### src/hw/rtl/dcm_pkg.sv
// ----------------------------------------------------------------------------
// dcm_pkg
// shared types and constants of the detection cluster merge block
// ----------------------------------------------------------------------------
`default_nettype none

package dcm_pkg;

  localparam int MAX_OBJECTS_DEF = 64;

  // serial divider: dividend magnitude width and step counter width
  localparam int DIV_W     = 48;
  localparam int DIV_CNT_W = $clog2(DIV_W);

  localparam logic [16:0] CONF_ONE = 17'd65536;
  localparam logic [15:0] HITS_MAX = 16'hFFFF;

  // request kinds
  localparam logic [1:0] REQ_DETECT = 2'd0;
  localparam logic [1:0] REQ_START  = 2'd1;
  localparam logic [1:0] REQ_STOP   = 2'd2;

  // result status codes
  localparam logic [2:0] ST_STOPPED = 3'd0;
  localparam logic [2:0] ST_LOWCONF = 3'd1;
  localparam logic [2:0] ST_MERGED  = 3'd2;
  localparam logic [2:0] ST_NEW     = 3'd3;
  localparam logic [2:0] ST_FULL    = 3'd4;
  localparam logic [2:0] ST_CONTROL = 3'd5;

  // configuration register indexes
  localparam logic REG_RADIUS = 1'b0;
  localparam logic REG_FLOOR  = 1'b1;

  // one object table entry
  typedef struct packed {
    logic [7:0]         cls;
    logic signed [31:0] x;
    logic signed [31:0] y;
    logic signed [31:0] z;
    logic [15:0]        hits;
    logic [16:0]        best;
  } entry_t;

endpackage

`default_nettype wire

### src/hw/rtl/dcm_div.sv
// ----------------------------------------------------------------------------
// dcm_div
// restoring unsigned divider, one quotient bit per cycle
// ----------------------------------------------------------------------------
`default_nettype none

module dcm_div import dcm_pkg::*; (
  input  wire logic             clk,
  input  wire logic             rst,
  input  wire logic             start,
  input  wire logic [DIV_W-1:0] dividend,
  input  wire logic [16:0]      divisor,
  output logic                  done,
  output logic [DIV_W-1:0]      quotient
);

  localparam logic [DIV_CNT_W-1:0] LAST = DIV_CNT_W'(DIV_W - 1);

  logic                 busy;
  logic [DIV_CNT_W-1:0] cnt;
  logic [16:0]          rem;
  logic [16:0]          dsr;
  logic [DIV_W-1:0]     dvd;
  logic [17:0]          trial;
  logic [17:0]          diff;
  logic                 ge;

  // shift in next dividend bit, try subtract
  assign trial = {rem, dvd[DIV_W-1]};
  assign diff  = trial - {1'b0, dsr};
  assign ge    = trial >= {1'b0, dsr};

  always_ff @(posedge clk) begin
    if (rst) begin
      busy <= 1'b0;
      done <= 1'b0;
    end else begin
      // pulse after the last step
      done <= busy && !start && (cnt == LAST);
      if (start) begin
        busy <= 1'b1;
        cnt  <= '0;
        rem  <= '0;
        dvd  <= dividend;
        dsr  <= divisor;
      end else if (busy) begin
        rem <= ge ? diff[16:0] : trial[16:0];
        dvd <= {dvd[DIV_W-2:0], ge};
        cnt <= cnt + 1'b1;
        if (cnt == LAST) begin
          busy <= 1'b0;
        end
      end
    end
  end

  assign quotient = dvd;

endmodule

`default_nettype wire
### config.mk
export PLATFORM = sky130hd
export DESIGN_NAME = dcm_div
export DESIGN_NICKNAME = d
export VERILOG_FILES = /design/src/hw/rtl/dcm_pkg.sv /design/src/hw/rtl/dcm_div.sv
export SDC_FILE = /design/constraint.sdc
export NUM_CORES = 1
export LEC_CHECK = 0
export ABC_AREA = 0
export BUFFER_PORTS_ARGS = -buffer_cell sky130_fd_sc_hd__buf_4
export CORE_ASPECT_RATIO = 1.2
export CORE_MARGIN = 10
export CORE_UTILIZATION = 48
export DETAILED_ROUTE_END_ITERATION = 8
export PLACE_DENSITY = 0.76
export SLEW_MARGIN = 15
export SYNTH_ARGS = -nofsm -noshare
export SYNTH_HDL_FRONTEND = slang
export SYNTH_SLANG_ARGS = --single-unit
### constraint.sdc
create_clock -name clk -period 4.3 [get_ports clk]
set_input_delay 0.43 -clock clk [delete_from_list [all_inputs] [get_ports clk]]
set_output_delay 0.43 -clock clk [all_outputs]
set_load 0.01 [all_outputs]
==> impl_metrics.json, run 1 <==
{
  "status": "complete, no violations",
  "route.detailed.drc": 0,
  "worstSetupEndpointType": "register",
  "cp_max_fo": 14,
  "wl_per_cell_um": 18.9,
  "max_stage_delay_ns": 0.43,
  "cellPowerDensity_nw_per_um2": 400,
  "synthFlopType": "edfxtp_1",
  "clock-sinks": 90,
  "dpl.hpwl_um": 8150,
  "cts_post_setup_buffers_inserted": 0,
  "grt_max_degree": 69,
  "num_antenna_cells": 0,
  "cts_tree": "done",
  "die_h_um": 128,
  "io_buffers": 116,
  "final_max_slew_viol_count": 0,
  "dr.pass1.iters": 4,
  "synthTopCellsByArea": "edfxtp_1 57%, mux2_2 12%, ha_1 4.8%, a21oi_1 2.4%, inv_1 1.8%",
  "tightest_slew_ns": 1.11,
  "cts.htree.levels": 3,
  "ys_warn_count": 0,
  "synth_area_leader_cell": "edfxtp_1",
  "fp-row-count": 39,
  "r2r_cells": 10,
  "cts_buffers": 9,
  "tns_ns": 0,
  "startpoint": "quotient[47]",
  "core_um2": 9520,
  "crit_chain": "inv_1 > ha_1 > inv_1 > fa_1 > a21o_1 > a221oi_4 > o21ai_2 > o21a_1 > o21ai_2 > o32ai_1",
  "synth_cell_types": 50,
  "layout-drive-gt1-share_pct": 39.5,
  "hp-start": "divisor[5]",
  "syn_avg_cell_area_um2": 12.9,
  "power.total_mw": 2.37,
  "min_path_cells": 1,
  "maxSlewHeadroom_pct": 25.2,
  "fin_util_pct": 62.3,
  "reg2reg_from": "quotient[47]",
  "fin_nets": 561,
  "crit_slowest_cell": "fa_1",
  "wl_um": 11400,
  "worstPathArrival_ns": 3.11,
  "ys_ff_latch": 90,
  "critPathLaunchType": "register",
  "vias": 3382,
  "synthDominantCellAreaShare_pct": 56.7,
  "ioPinCount": 117,
  "grt_pass1_wl_um": 18200,
  "hold_class": "in -> reg",
  "path_class": "reg -> reg",
  "clk_pin_slew_ns": 0.06,
  "die_w_um": 110,
  "async_flop_share_pct": 0,
  "avgViaCountPerCell": 5.63,
  "drtAntennaViolNets": 0,
  "syn_inst": 362,
  "clock_latency_ns": 0.34,
  "root_buffer": "clkbuf_16",
  "overflow": 0,
  "min_period_ns": 3.03,
  "dieArea_um2": 14100,
  "synth_most_common_cell": "edfxtp_1",
  "place_inst": 586,
  "drtIter0Drc": 164,
  "cts_buffer_depth": 2,
  "skew_ns": 0.00415,
  "setup_viol": 0,
  "grt_usage_pct": 16.4,
  "gp_congestion": 0.880,
  "static-leakage-power_nw": 2.36,
  "clock.fmax_mhz": 330,
  "cp.required_ns": 4.38,
  "rsz0062_at_grt": "no",
  "drv_cap": 0,
  "hold_buffers": 0,
  "syn_area_um2": 4660,
  "ctsResizeCount": 0,
  "finalHoldViolations": 0,
  "antenna_found_initial": 0,
  "vdd_ir_drop_max_mv": 0.243,
  "synth_seq_area_share_pct": 57.6,
  "start_util_pct": 49.0,
  "final_cells": 601,
  "synth_common_cells": "88 x edfxtp_1, 48 x mux2_2, 22 x a21oi_1, 22 x inv_1, 18 x ha_1",
  "areaGrowthSynthToFinish_pct": 27.3,
  "grt_pass1_vias": 3604,
  "post-route-period-util_pct": 70.5,
  "synth_edf_count": 88,
  "syn_nets": 449
}
-- per-layer routing --
metal	GRT usage [%]	vias up	part of all wire [%]
li1	-	1603	-
met5	0	-	0
met2	27.5	124	51
met4	6.06	0	2.1
met1	17.6	1637	37
met3	7.65	18	10
-- through the flow --
step           hold WS, ns  cell area, µm²  setup slack [ns]
2_1_floorplan        0.460            4660             0.946
3_3_place_gp         0.473            5630              1.43
3_5_place_dp         0.486            5630              1.41
4_1_cts              0.260            5930              1.27
5_1_grt              0.257            5930              1.13
6_report             0.265            5930              1.27
-- cell usage in the layout (no fill, tap or decap), types with 8 or more instances in the layout --
master / instances
a21oi_1: 22
buf_4: 121
clkbuf_16: 9
edfxtp_1: 88
ha_1: 18
inv_1: 22
mux2_2: 48
nand2_1: 13
nand3_1: 16
nor2_1: 15
nor3_1: 10
o21a_1: 8
o21ai_0: 11
-- logic make-up (layout without fill, tap and decap cells) --
kind of cell | count (synthesis) | after routing | synth area share [%]
compound gates | 81 | 81 | 12.2
xor+xnor | 11 | 11 | 2.07
fa+ha+maj | 19 | 19 | 5.26
buf+inv | 42 | 158 | 3.84
flops | 90 | 90 | 57.6
mux | 48 | 48 | 11.6
simple gates | 71 | 71 | 7.47
-- state kept, by name (all words and copies together), names as in the netlist --
signal	count
cnt	6
done	1
quotient	48
busy	1
rem	17
dsr	17
-- where the power goes --
group	internal (mW)	leakage (nW)	total (mW)	switching, mW
registers	1.05	0.858	1.08	0.0331
logic	0.226	1.36	0.479	0.253
clock network	0.502	0.145	0.809	0.307
total	1.78	2.36	2.37	0.593
-- final timing paths --
check	endpoint	slack, ns
max	rem[13]	1.27
min	dsr[5]	0.27
max reg2reg	rem[13]	1.27
min reg2reg	done	0.49
-- critical path: cells and delay by family, from the launching register on --
family,cells,cell delay [ns]
DFF,1,0.40
buffers and inverters,2,0.15
AOI/OAI and AO/OA,6,1.63
adders and majority gates,2,0.59
-- cell type report --
cell class / instances / area (µm²)
clock buffer: 11 / 233
clock inverter: 4 / 67.6
fill: 747 / 3580
inverter: 22 / 82.6
multi-input combinational: 230 / 1800
sequential: 90 / 2680
tap: 123 / 154
timing repair buffer: 121 / 908
Power figures use the tool's default switching activity.
==> inputs of run 2 (changes only) <==
- CORE_UTILIZATION: 48 -> 53
- PLACE_DENSITY: 0.76 -> 0.8
- clock period: 4.3 -> 3 ns (I/O delays scaled with it)
==> run 2 against run 1 <==
  * Setup slack worse by 1.0 ns
  * Fmax up 9.6%
  * Worst hold slack worse by 0.15 ns
  * Flip-flop and latch count unchanged
  * Largest cell class unchanged
  * Largest power group unchanged
==> impl_metrics.json, run 2 (synthesis gave the netlist of run 1 again) <==
{
  "path_class": "reg -> reg",
  "grt_usage_pct": 17.2,
  "status": "complete, no violations",
  "hold_class": "in -> reg",
  "wl_per_cell_um": 18.8,
  "drv_cap": 0,
  "dr.pass1.iters": 4,
  "cts_buffer_depth": 2,
  "static-leakage-power_nw": 2.31,
  "root_buffer": "clkbuf_8",
  "final_common_cell": "buf_4",
  "crit_slowest_cell": "edfxtp_1",
  "clock.fmax_mhz": 361,
  "stdcell_area_um2": 5810,
  "avgViaCountPerCell": 5.64,
  "clock_latency_ns": 0.36,
  "start_util_pct": 54.4,
  "vdd_ir_drop_max_mv": 0.294,
  "layout-drive-gt1-share_pct": 40.2,
  "cp.required_ns": 3.18,
  "worstPathArrival_ns": 2.95,
  "max_stage_delay_ns": 0.41,
  "r2r_cells": 11,
  "rsz0062_at_grt": "no",
  "cts_buffers": 9,
  "post-route-period-util_pct": 92.2,
  "final_cells": 599,
  "setup_viol": 0,
  "gp_congestion": 0.923,
  "holdWs_ns": 0.111,
  "num_antenna_cells": 0,
  "cpMostUsedCell": "inv_1",
  "skew_ns": 0.00993,
  "ioPinCount": 117,
  "r2r-end": "rem[16]",
  "cts_post_setup_buffers_inserted": 0,
  "drtIter0Drc": 192,
  "met3_length_um": 1090,
  "core_um2": 8560,
  "vias": 3381,
  "highest_layer": "met4",
  "dpl.hpwl_um": 8260,
  "min_period_ns": 2.77,
  "maxSlewHeadroom_pct": 41.3,
  "tns_ns": 0,
  "route.detailed.drc": 0,
  "reg2reg_from": "quotient[47]",
  "fin_nets": 564,
  "tightest_slew_ns": 0.871,
  "areaGrowthSynthToFinish_pct": 24.7,
  "final_max_slew_viol_count": 0,
  "die_h_um": 123,
  "io_buffers": 116,
  "cellPowerDensity_nw_per_um2": 510,
  "worstSetupEndpointType": "register",
  "die_w_um": 106,
  "cts.htree.levels": 3,
  "grt_pass1_vias": 3576,
  "drt-met1-wl_um": 4380,
  "clk_pin_slew_ns": 0.09,
  "finalHoldViolations": 0,
  "antenna_found_initial": 0,
  "largest_reg_flops": 48,
  "place_inst": 583,
  "wl_um": 11300,
  "met2WireLength_um": 5620,
  "dieArea_um2": 13000,
  "grt_max_degree": 44,
  "overflow": 0,
  "final_cell_mix": "124 x buf_4, 88 x edfxtp_1, 48 x mux2_2, 22 x inv_1, 22 x a21oi_1",
  "critPathLaunchType": "register",
  "cp_max_fo": 5,
  "r2r_slack_ns": 0.23,
  "crit_chain": "inv_1 > ha_1 > inv_1 > fa_1 > a21o_1 > a221oi_4 > buf_4 > o22ai_1 > o31a_1 > o21a_1 > o32ai_2",
  "startpoint": "quotient[47]",
  "cp-endpoint": "rem[16]",
  "placed_cell_area_um2": 5650,
  "drtAntennaViolNets": 0,
  "cts_tree": "done",
  "clock-sinks": 90,
  "fp-row-count": 37,
  "grt_pass1_wl_um": 17900
}
run 2: cell type report:
cell class,count,area (µm²)
Multi-Input combinational cell,230,1810
Sequential cell,90,2680
Inverter,22,82.6
Timing Repair Buffer,124,931
Tap cell,117,146
Clock buffer,11,131
Clock inverter,5,31.3
Fill cell,637,2750
run 2: worst min path at each step:
stage          cells after the start     end  slack [ns]       start
6_report                           1  dsr[5]        0.11  divisor[5]
5_1_grt                            1  dsr[4]         0.1  divisor[4]
4_1_cts                            1  dsr[4]        0.09  divisor[4]
3_5_place_dp                       1    done        0.47        busy
3_3_place_gp                       1    done        0.47        busy
2_1_floorplan                      1    done        0.38         rst
run 2: report_power, final:
part           internal (mW)  switching [mW]
Clock                  0.298           0.423
Combinational          0.331           0.362
Sequential              1.50          0.0492
run 2: timing repair:
| item | CTS | global route |
|---|---|---|
| resized for setup | 0 | 1 |
| hold buffers | 0 | 0 |
| setup endpoints to repair | 0 | 2 |
run 2: routing by layer:
layer	vias up	GRT usage (%)
li1	1609	-
met2	125	29.1
met4	0	6.86
met1	1627	18.7
met5	-	0
met3	20	7.60
run 2: stage by stage:
stage / utilization [%] / total power [mW] / worst slack, ns
final: 67.8 / 2.96 / 0.234
after global routing: 67.8 / 3.11 / 0.0984
after CTS: 67.8 / 2.98 / 0.180
after detailed placement: 65.9 / 2.27 / 0.212
after global placement: 65.9 / 2.24 / 0.289
after floorplan: - / 2.02 / 0.347
run 2: worst max-delay path, delay by kind of cell (launching register included):
kind / cells / cell delay, ns
buffers and inverters: 3 / 0.33
AO/OA/AOI/OAI: 6 / 1.27
flip-flops: 1 / 0.41
adder cells (fa/ha/maj): 2 / 0.57
